$ cat src/rtl/core/rect_fill_clip_rotate_window_macros.svh
// assertion macros for the rectangle clip and rotate window block
// used by rect_fill_clip_rotate_window; no other dependencies
`ifndef RECT_FILL_CLIP_ROTATE_WINDOW_MACROS_SVH
`define RECT_FILL_CLIP_ROTATE_WINDOW_MACROS_SVH

`ifndef SYNTHESIS

// same-cycle implication, disabled in reset
`define RFCRW_ASSERT_HOLDS(label, clk, rst_n, pre, post, msg) \
  label: assert property (@(posedge clk) disable iff (!rst_n) (pre) |-> (post)) \
    else $error(msg);

// next-cycle implication, disabled in reset
`define RFCRW_ASSERT_NEXT(label, clk, rst_n, pre, post, msg) \
  label: assert property (@(posedge clk) disable iff (!rst_n) (pre) |=> (post)) \
    else $error(msg);

`else

`define RFCRW_ASSERT_HOLDS(label, clk, rst_n, pre, post, msg)
`define RFCRW_ASSERT_NEXT(label, clk, rst_n, pre, post, msg)

`endif

`endif

$ cat src/rtl/core/rfcrw_pkg.sv
// shared types and constants for the rectangle clip and rotate window block
// no dependencies; used by rfcrw_clip, rect_fill_clip_rotate_window and the testbench
`default_nettype none

package rfcrw_pkg;

  localparam int COORD_W     = 16;
  localparam int COLOR_W     = 18;
  localparam int WIN_W       = 9;
  localparam int HWIN_W      = 16;
  localparam int COUNT_W     = 17;
  localparam int EXT_W       = 18;
  localparam int IN_TDATA_W  = 88;
  localparam int OUT_TDATA_W = 112;
  localparam int CFG_ADDR_W  = 1;
  localparam int CFG_DATA_W  = 2;

  // configuration register indexes
  localparam logic [CFG_ADDR_W-1:0] REG_ROTATION   = 1'd0;
  localparam logic [CFG_ADDR_W-1:0] REG_PANEL_KIND = 1'd1;

  typedef enum logic [1:0] {
    ROT_0   = 2'd0,
    ROT_90  = 2'd1,
    ROT_180 = 2'd2,
    ROT_270 = 2'd3
  } rot_t;

  typedef struct packed {
    rot_t rotation;
    logic panel_kind;
  } cfg_t;

  // one rectangle command
  typedef struct packed {
    logic signed [COORD_W-1:0] rect_x;
    logic signed [COORD_W-1:0] rect_y;
    logic signed [COORD_W-1:0] rect_w;
    logic signed [COORD_W-1:0] rect_h;
    logic        [COLOR_W-1:0] pixel_color;
  } rect_t;

  // clipped and rotated window, before the pixel count
  typedef struct packed {
    logic               drawn;
    logic [WIN_W-1:0]   win_left;
    logic [WIN_W-1:0]   win_right;
    logic [WIN_W-1:0]   win_top;
    logic [WIN_W-1:0]   win_bottom;
    logic [WIN_W-1:0]   cursor_x;
    logic [WIN_W-1:0]   cursor_y;
    logic [WIN_W-1:0]   span_w;
    logic [WIN_W-1:0]   span_h;
    logic [COLOR_W-1:0] color;
  } geom_t;

endpackage

`default_nettype wire

$ cat src/rtl/core/rect_fill_clip_rotate_window.sv
// throughput: one rectangle per cycle unless out_tready stalls; four register stages
// (bounds, clip, rotate, pixel count multiply) each move on when the next one frees up
// reset: synchronous active-low rst_n clears all stage valids and sets
// rotation and panel kind to 0; the pipeline is empty after reset
`default_nettype none

`include "rect_fill_clip_rotate_window_macros.svh"

module rect_fill_clip_rotate_window #(
  parameter int PANEL_WIDTH  = 240,
  parameter int PANEL_HEIGHT = 320
) (
  input  wire                                    clk,
  input  wire                                    rst_n,
  // configuration write port
  input  wire                                    cfg_wr_en,
  input  wire  [rfcrw_pkg::CFG_ADDR_W-1:0]       cfg_addr,
  input  wire  [rfcrw_pkg::CFG_DATA_W-1:0]       cfg_wr_data,
  // rectangle stream
  input  wire                                    in_tvalid,
  output logic                                   in_tready,
  // rect_x, rect_y, rect_w, rect_h, pixel_color, zero pad
  input  wire  [rfcrw_pkg::IN_TDATA_W-1:0]       in_tdata,
  // window stream
  output logic                                   out_tvalid,
  input  wire                                    out_tready,
  // win_left, win_right, win_top, win_bottom, hwin_packed, cursor_x,
  // cursor_y, pixel_count, fill_color, zero pad
  output logic [rfcrw_pkg::OUT_TDATA_W-1:0]      out_tdata,
  // drawn
  output logic                                   out_tuser
);

  localparam int WW = rfcrw_pkg::WIN_W;
  localparam int CW = rfcrw_pkg::COUNT_W;
  localparam int PAD_W = rfcrw_pkg::OUT_TDATA_W - 4 * WW - rfcrw_pkg::HWIN_W
                         - 2 * WW - CW - rfcrw_pkg::COLOR_W;

  rfcrw_pkg::cfg_t  cfg_r;
  rfcrw_pkg::rect_t rect;
  rfcrw_pkg::geom_t geom;
  logic             geom_vld;
  logic             geom_rdy;

  // output stage registers
  logic                              out_vld_r;
  logic                              drawn_r;
  logic [WW-1:0]                     win_left_r, win_right_r, win_top_r, win_bottom_r;
  logic [rfcrw_pkg::HWIN_W-1:0]      hwin_r;
  logic [WW-1:0]                     cursor_x_r, cursor_y_r;
  logic [CW-1:0]                     count_r;
  logic [rfcrw_pkg::COLOR_W-1:0]     color_r;
  logic [2*WW-1:0]                   product;
  logic                              out_en;

  // configuration registers
  always_ff @(posedge clk) begin
    if (!rst_n) begin
      cfg_r.rotation   <= rfcrw_pkg::ROT_0;
      cfg_r.panel_kind <= 1'b0;
    end else if (cfg_wr_en) begin
      unique case (cfg_addr)
        rfcrw_pkg::REG_ROTATION:   cfg_r.rotation   <= rfcrw_pkg::rot_t'(cfg_wr_data[1:0]);
        rfcrw_pkg::REG_PANEL_KIND: cfg_r.panel_kind <= cfg_wr_data[0];
        default: ;
      endcase
    end
  end

  // unpack the input beat
  assign rect.rect_x      = in_tdata[15:0];
  assign rect.rect_y      = in_tdata[31:16];
  assign rect.rect_w      = in_tdata[47:32];
  assign rect.rect_h      = in_tdata[63:48];
  assign rect.pixel_color = in_tdata[81:64];

  rfcrw_clip #(
    .PANEL_WIDTH  (PANEL_WIDTH),
    .PANEL_HEIGHT (PANEL_HEIGHT)
  ) u_clip (
    .clk         (clk),
    .rst_n       (rst_n),
    .cfg_i       (cfg_r),
    .in_valid_i  (in_tvalid),
    .in_ready_o  (in_tready),
    .rect_i      (rect),
    .out_valid_o (geom_vld),
    .out_ready_i (geom_rdy),
    .geom_o      (geom)
  );

  // stage 4: pixel count and gating of a rejected rectangle
  assign out_en   = !out_vld_r || out_tready;
  assign geom_rdy = out_en;
  assign product  = (2*WW)'(geom.span_w) * (2*WW)'(geom.span_h);

  always_ff @(posedge clk) begin
    if (!rst_n) begin
      out_vld_r <= 1'b0;
    end else if (out_en) begin
      out_vld_r <= geom_vld;
    end
  end

  always_ff @(posedge clk) begin
    if (out_en) begin
      drawn_r      <= geom.drawn;
      win_left_r   <= geom.drawn ? geom.win_left   : '0;
      win_right_r  <= geom.drawn ? geom.win_right  : '0;
      win_top_r    <= geom.drawn ? geom.win_top    : '0;
      win_bottom_r <= geom.drawn ? geom.win_bottom : '0;
      cursor_x_r   <= geom.drawn ? geom.cursor_x   : '0;
      cursor_y_r   <= geom.drawn ? geom.cursor_y   : '0;
      count_r      <= geom.drawn ? product[CW-1:0] : '0;
      hwin_r       <= (geom.drawn && cfg_r.panel_kind) ?
                      {geom.win_right[7:0], geom.win_left[7:0]} : '0;
      color_r      <= geom.color;
    end
  end

  // pack the output beat
  assign out_tvalid = out_vld_r;
  assign out_tuser  = drawn_r;
  assign out_tdata  = {{PAD_W{1'b0}}, color_r, count_r, cursor_y_r, cursor_x_r, hwin_r,
                       win_bottom_r, win_top_r, win_right_r, win_left_r};

  // checks
  `RFCRW_ASSERT_HOLDS(a_undrawn_zero, clk, rst_n, out_tvalid && !out_tuser,
    out_tdata[86:0] == 87'd0, "rejected rectangle carries window data")
  `RFCRW_ASSERT_HOLDS(a_drawn_count, clk, rst_n, out_tvalid && out_tuser,
    out_tdata[86:70] != 17'd0, "drawn rectangle has zero pixel count")
  `RFCRW_ASSERT_HOLDS(a_hwin_kind, clk, rst_n, out_tvalid && !cfg_r.panel_kind,
    out_tdata[51:36] == 16'd0, "packed window word set with separate registers")
  `RFCRW_ASSERT_HOLDS(a_stall_cause, clk, rst_n, !in_tready,
    out_tvalid && !out_tready, "input stalled without an output stall")

endmodule

`default_nettype wire

$ cat src/rtl/core/rfcrw_clip.sv
// three-stage bounds check, clip and rotation map for one rectangle per beat
// depends on rfcrw_pkg
`default_nettype none

module rfcrw_clip #(
  parameter int PANEL_WIDTH  = 240,
  parameter int PANEL_HEIGHT = 320
) (
  input  wire                 clk,
  input  wire                 rst_n,
  input  wire rfcrw_pkg::cfg_t  cfg_i,
  input  wire                 in_valid_i,
  output logic                in_ready_o,
  input  wire rfcrw_pkg::rect_t rect_i,
  output logic                out_valid_o,
  input  wire                 out_ready_i,
  output rfcrw_pkg::geom_t    geom_o
);

  localparam int EW = rfcrw_pkg::EXT_W;
  localparam int WW = rfcrw_pkg::WIN_W;

  localparam logic signed [EW-1:0] PW_S  = EW'(PANEL_WIDTH);
  localparam logic signed [EW-1:0] PH_S  = EW'(PANEL_HEIGHT);
  localparam logic        [WW-1:0] PW_M1 = WW'(PANEL_WIDTH - 1);
  localparam logic        [WW-1:0] PH_M1 = WW'(PANEL_HEIGHT - 1);

  // stage valids and enables
  logic s1_vld_r, s2_vld_r, s3_vld_r;
  logic s1_en, s2_en, s3_en;

  // stage 1 registers: corners and early reject
  logic signed [EW-1:0]              s1_x1_r, s1_y1_r, s1_x2_r, s1_y2_r;
  logic                              s1_bad_r;
  logic [rfcrw_pkg::COLOR_W-1:0]     s1_color_r;

  // stage 2 registers: clipped corners
  logic [WW-1:0]                     s2_x1_r, s2_y1_r, s2_x2_r, s2_y2_r;
  logic                              s2_drawn_r;
  logic [rfcrw_pkg::COLOR_W-1:0]     s2_color_r;

  // stage 3 register: native window
  rfcrw_pkg::geom_t                  s3_geom_r;

  logic signed [EW-1:0] scr_w, scr_h;
  logic        [WW-1:0] scr_w_m1, scr_h_m1;

  logic signed [EW-1:0] x1_nxt, y1_nxt, x2_nxt, y2_nxt;
  logic                 bad_nxt;
  logic [WW-1:0]        cx1_nxt, cy1_nxt, cx2_nxt, cy2_nxt;
  logic                 drawn_nxt;
  rfcrw_pkg::geom_t     geom_nxt;

  // enable chain fills bubbles while the far end is stalled
  assign s3_en      = !s3_vld_r || out_ready_i;
  assign s2_en      = !s2_vld_r || s3_en;
  assign s1_en      = !s1_vld_r || s2_en;
  assign in_ready_o = s1_en;

  // logical screen size for the current rotation
  assign scr_w    = cfg_i.rotation[0] ? PH_S : PW_S;
  assign scr_h    = cfg_i.rotation[0] ? PW_S : PH_S;
  assign scr_w_m1 = cfg_i.rotation[0] ? PH_M1 : PW_M1;
  assign scr_h_m1 = cfg_i.rotation[0] ? PW_M1 : PH_M1;

  // stage 1: far corners and reject of empty or right/below rectangles
  always_comb begin
    x1_nxt  = EW'(rect_i.rect_x);
    y1_nxt  = EW'(rect_i.rect_y);
    x2_nxt  = x1_nxt + EW'(rect_i.rect_w) - EW'(1);
    y2_nxt  = y1_nxt + EW'(rect_i.rect_h) - EW'(1);
    bad_nxt = (rect_i.rect_w <= 0) || (rect_i.rect_h <= 0) ||
              (x1_nxt >= scr_w) || (y1_nxt >= scr_h);
  end

  always_ff @(posedge clk) begin
    if (!rst_n) begin
      s1_vld_r <= 1'b0;
    end else if (s1_en) begin
      s1_vld_r <= in_valid_i;
    end
  end

  always_ff @(posedge clk) begin
    if (s1_en) begin
      s1_x1_r    <= x1_nxt;
      s1_y1_r    <= y1_nxt;
      s1_x2_r    <= x2_nxt;
      s1_y2_r    <= y2_nxt;
      s1_bad_r   <= bad_nxt;
      s1_color_r <= rect_i.pixel_color;
    end
  end

  // stage 2: left/above reject and clip to the screen
  always_comb begin
    drawn_nxt = !s1_bad_r && !s1_x2_r[EW-1] && !s1_y2_r[EW-1];
    cx1_nxt   = s1_x1_r[EW-1] ? '0 : s1_x1_r[WW-1:0];
    cy1_nxt   = s1_y1_r[EW-1] ? '0 : s1_y1_r[WW-1:0];
    cx2_nxt   = (s1_x2_r >= scr_w) ? scr_w_m1 : s1_x2_r[WW-1:0];
    cy2_nxt   = (s1_y2_r >= scr_h) ? scr_h_m1 : s1_y2_r[WW-1:0];
  end

  always_ff @(posedge clk) begin
    if (!rst_n) begin
      s2_vld_r <= 1'b0;
    end else if (s2_en) begin
      s2_vld_r <= s1_vld_r;
    end
  end

  always_ff @(posedge clk) begin
    if (s2_en) begin
      s2_x1_r    <= cx1_nxt;
      s2_y1_r    <= cy1_nxt;
      s2_x2_r    <= cx2_nxt;
      s2_y2_r    <= cy2_nxt;
      s2_drawn_r <= drawn_nxt;
      s2_color_r <= s1_color_r;
    end
  end

  // stage 3: map clipped corners to native panel coordinates
  always_comb begin
    geom_nxt        = '0;
    geom_nxt.drawn  = s2_drawn_r;
    geom_nxt.color  = s2_color_r;
    geom_nxt.span_w = s2_x2_r - s2_x1_r + WW'(1);
    geom_nxt.span_h = s2_y2_r - s2_y1_r + WW'(1);
    unique case (cfg_i.rotation)
      rfcrw_pkg::ROT_0: begin
        geom_nxt.win_left   = s2_x1_r;
        geom_nxt.win_right  = s2_x2_r;
        geom_nxt.win_top    = s2_y1_r;
        geom_nxt.win_bottom = s2_y2_r;
        geom_nxt.cursor_x   = s2_x1_r;
        geom_nxt.cursor_y   = s2_y1_r;
      end
      rfcrw_pkg::ROT_90: begin
        geom_nxt.win_left   = PW_M1 - s2_y2_r;
        geom_nxt.win_right  = PW_M1 - s2_y1_r;
        geom_nxt.win_top    = s2_x1_r;
        geom_nxt.win_bottom = s2_x2_r;
        geom_nxt.cursor_x   = PW_M1 - s2_y1_r;
        geom_nxt.cursor_y   = s2_x1_r;
      end
      rfcrw_pkg::ROT_180: begin
        geom_nxt.win_left   = PW_M1 - s2_x2_r;
        geom_nxt.win_right  = PW_M1 - s2_x1_r;
        geom_nxt.win_top    = PH_M1 - s2_y2_r;
        geom_nxt.win_bottom = PH_M1 - s2_y1_r;
        geom_nxt.cursor_x   = PW_M1 - s2_x1_r;
        geom_nxt.cursor_y   = PH_M1 - s2_y1_r;
      end
      rfcrw_pkg::ROT_270: begin
        geom_nxt.win_left   = s2_y1_r;
        geom_nxt.win_right  = s2_y2_r;
        geom_nxt.win_top    = PH_M1 - s2_x2_r;
        geom_nxt.win_bottom = PH_M1 - s2_x1_r;
        geom_nxt.cursor_x   = s2_y1_r;
        geom_nxt.cursor_y   = PH_M1 - s2_x1_r;
      end
      default: begin
        geom_nxt.win_left   = s2_x1_r;
        geom_nxt.win_right  = s2_x2_r;
        geom_nxt.win_top    = s2_y1_r;
        geom_nxt.win_bottom = s2_y2_r;
        geom_nxt.cursor_x   = s2_x1_r;
        geom_nxt.cursor_y   = s2_y1_r;
      end
    endcase
  end

  always_ff @(posedge clk) begin
    if (!rst_n) begin
      s3_vld_r <= 1'b0;
    end else if (s3_en) begin
      s3_vld_r <= s2_vld_r;
    end
  end

  always_ff @(posedge clk) begin
    if (s3_en) begin
      s3_geom_r <= geom_nxt;
    end
  end

  assign out_valid_o = s3_vld_r;
  assign geom_o      = s3_geom_r;

endmodule

`default_nettype wire

$ cat config.mk
export PLATFORM = sky130hd
export DESIGN_NAME = rect_fill_clip_rotate_window
export DESIGN_NICKNAME = d
export VERILOG_FILES = /design/src/rtl/core/rfcrw_pkg.sv /design/src/rtl/core/rect_fill_clip_rotate_window.sv /design/src/rtl/core/rfcrw_clip.sv
export VERILOG_INCLUDE_DIRS = /design/src /design/src/rtl/core
export SDC_FILE = /design/constraint.sdc
export NUM_CORES = 1
export LEC_CHECK = 0
export BUFFER_PORTS_ARGS = -buffer_cell sky130_fd_sc_hd__buf_2
export CORE_UTILIZATION = 54
export CTS_CLUSTER_DIAMETER = 200
export DETAILED_ROUTE_END_ITERATION = 16
export PLACE_DENSITY_LB_ADDON = 0.05
export SLEW_MARGIN = 10
export SYNTH_ARGS = -nofsm -noshare
export SYNTH_HDL_FRONTEND = slang
export SYNTH_SLANG_ARGS = --single-unit
$ cat constraint.sdc
create_clock -name clk -period 4.8 [get_ports clk]
set_input_delay 0.48 -clock clk [delete_from_list [all_inputs] [get_ports clk]]
set_output_delay 0.48 -clock clk [all_outputs]
set_load 0.03 [all_outputs]
==> impl_metrics.json <==
{
  "die_area_um2": 34430,
  "period_needed_ns": 4.676,
  "dp_hpwl_um": 25680,
  "initial_core_util_pct": 55.36,
  "ant_nets": 0,
  "finalHoldViolCount": 0,
  "tightest_slew_ns": 1.149,
  "post_drt_wl_per_cell_um": 16.17,
  "die_x_um": 185.6,
  "synthesis.area_um2": 18200,
  "swShare_pct": 38.55,
  "ir_drop_uv": 1690,
  "critical_path.max_fanout": 6,
  "ys_types": 71,
  "synth_area_leaders": "edfxtp_1, ha_1, fa_1",
  "cp.required_ns": 5.09,
  "timing.fmax_mhz": 213.9,
  "avgSynthCellArea_um2": 12.45,
  "clkSlewWorstSetupHoldPaths_ns": 0.07,
  "hold_path.class": "in2reg",
  "nNetsFinal": 1964,
  "crit_arrival_ns": 4.96,
  "grt_pass1_vias": 10621,
  "holdPathStages": 1,
  "io_pins": 211,
  "pre_cts_slack_ns": -0.1151,
  "ys_seq_area_share_pct": 54.73,
  "layout_common_cells": "edfxtp_1, buf_2, inv_1",
  "worstSetupStartpoint": "u_clip.geom_o[29]",
  "internal_power_mw": 9.576,
  "p_comb_share_pct": 57.4,
  "synthSimpleGateAreaFrac_pct": 12.94,
  "seq_power_share_pct": 25.0,
  "power_mw": 15.58,
  "rr_startpoint": "u_clip.geom_o[29]",
  "power_leakage_nw": 9.245,
  "synth_compound_area_share_pct": 6.457,
  "stdcell_count": 2157,
  "io_buffers": 197,
  "yosysTopAreaCell": "edfxtp_1",
  "cts_max_level": 2,
  "grt_max_degree": 86,
  "fin_crit_sh_pct": 97.41,
  "criticalPathCategory": "reg2reg",
  "yosys_register_bits": 334,
  "max-slew-margin-rel_pct": 23.31,
  "reg2reg_depth": 15,
  "synth_top_cell_area_share_pct": 53.96,
  "antenna_found_initial": 0,
  "status": "finished clean",
  "endpoint_kind": "flip-flop",
  "synth_top_family_by_area": "adder cells",
  "synthArstFlopShare_pct": 0,
  "drcViolationCount": 0,
  "finalMaxSlewViolations": 0,
  "grt_use_total_pct": 20.43,
  "syn_inst": 1462,
  "synth.mux.area_fraction_pct": 2.393,
  "postLayoutCoreUtil_pct": 64.02,
  "rows": 66,
  "cts_sinks": 334,
  "grt_pass1_wl_um": 54540,
  "clkLatencyLatePin_ns": 0.53,
  "numCtsBuffers": 35,
  "cts_tree": "built",
  "routed_wl_um": 34880,
  "grt-ovfl-total": 0,
  "setup_viol": 0,
  "power_density_nw_per_um2": 740.7,
  "gp_congestion": 0.9016,
  "firstDrtPassIters": 5,
  "final_common_cell": "edfxtp_1",
  "final.setup_skew_ns": 0.02015,
  "ctsHoldBuffers": 0,
  "finalWorstSetupSlack_ns": 0.1244,
  "nFillCells": 2581,
  "r2r_slack_ns": 0.12,
  "core_um2": 32870,
  "dp.cells": 2075,
  "cts_root_buf": "clkbuf_16",
  "p_clk_share_pct": 17.6,
  "rsz0062_at_grt": "yes",
  "area_delta_synth_final_pct": 15.63,
  "cts_buffer_depth": 3,
  "synth_xor_area_share_pct": 5.295,
  "finalSetupTns_ns": 0,
  "startpoint_type": "flip-flop",
  "die_height_um": 185.6,
  "synth_adder_area_share_pct": 14.36,
  "synth-edff-count": 327,
  "drive_gt1_share_pct": 19.94,
  "dr_total_vias": 11117,
  "vias_per_cell": 5.154,
  "min_from": "in_tdata[81]",
  "num_antenna_cells": 0,
  "yosys_warnings": 0,
  "synth_flop_cell": "edfxtp_1",
  "drt_iter0_markers": 622,
  "drv_cap": 0,
  "switchingPower_mw": 6.008
}
==> synthesized netlist by cell type, types with 4 or more instances <==
master    instances
clkbuf_1         35
edfxtp_1        327
nor2_1           50
or2_2            12
mux4_2            8
a31oi_1           6
nor2b_1          34
xnor2_1          64
o21ai_1           5
fa_1             53
mux2i_1          12
nand2_1         105
a21o_1           11
dfxtp_1           7
nor4_1           11
o21a_1            8
xor2_1           46
ha_1            124
and2_1          119
a21oi_1          66
nand3_1          26
or4_1             5
o21ai_0          54
o211ai_1          9
mux2_2           12
or3_1             4
and3_1           21
nor3_1           18
nand2b_1          8
buf_4             7
o21bai_1          8
inv_1           130
a211oi_1          4
==> final cells by class <==
cell class	instances	area [µm²]	area share, %
Inverter	132	498.0	2.367
Sequential cell	334	9962	47.35
Tap cell	442	553.0	2.628
Clock buffer	39	890.9	4.234
Clock inverter	22	287.8	1.368
Multi-Input combinational cell	957	7606	36.15
Timing Repair Buffer	231	1242	5.905
==> power by group through the flow <==
stage | sequential [mW] | clock (mW) | combinational [mW]
global route | 3.94 | 2.92 | 10.2
detailed placement | 4.00 | 0 | 8.09
CTS | 3.91 | 2.81 | 8.28
finish | 3.90 | 2.74 | 8.95
floorplan | 3.95 | 0 | 6.31
global placement | 3.99 | 0 | 7.93
==> routing by layer <==
layer | global-route usage (%) | share of wire [%]
met3 | 2.857 | 4.6
met5 | 0 | 0
met2 | 33.63 | 48
met1 | 28.49 | 46
met4 | 5.410 | 2.1
==> worst paths after layout <==
kind                           endpoint
setup / recovery            count_r[16]
hold reg to reg              color_r[9]
setup reg to reg            count_r[16]
hold / removal    u_clip.s1_color_r[17]
==> worst max-delay path: stages (launching register included) <==
cell,delay [ns]
edfxtp_1,0.50
and2_1,0.23
fa_1,0.51
fa_1,0.54
fa_1,0.55
inv_1,0.05
fa_1,0.53
inv_1,0.04
ha_1,0.32
or2_2,0.31
a21oi_2,0.16
a21oi_2,0.07
a31oi_2,0.24
o21ai_1,0.10
xnor2_1,0.12
and2_1,0.15
==> registers in the layout (all words and copies together) (netlist names), 10 cells and up <==
register,cells
u_clip.geom_o,91
u_clip.s1_x2_r,18
u_clip.s1_y1_r,10
color_r,18
count_r,17
u_clip.s1_color_r,18
u_clip.s1_x1_r,10
u_clip.s1_y2_r,18
hwin_r,16
u_clip.s2_color_r,18
==> kinds of logic after synthesis <==
| family | Yosys count |
|---|---|
| xor gates and xnor gates | 110 |
| AOI/OAI and AO/OA | 196 |
| and+or+nand+nor | 435 |
| adders and majority gates | 177 |
| buffers and inverters | 177 |
| muxes | 32 |
| DFF | 334 |
| other | 1 |
==> repair_timing <==
item,CTS,global route
setup buffers,8,13
setup endpoints to repair,3,4
pin swaps,1,8
resized for setup,1,12
==> per-stage QoR <==
stage	hold WS, ns	area (µm²)
4_1_cts	0.1053	20910
2_1_floorplan	0.4003	18220
3_3_place_gp	0.4007	19680
6_report	0.1243	21040
5_1_grt	0.1055	21040
3_5_place_dp	0.4045	19680
No activity file was read; power rests on OpenSTA's default activity.
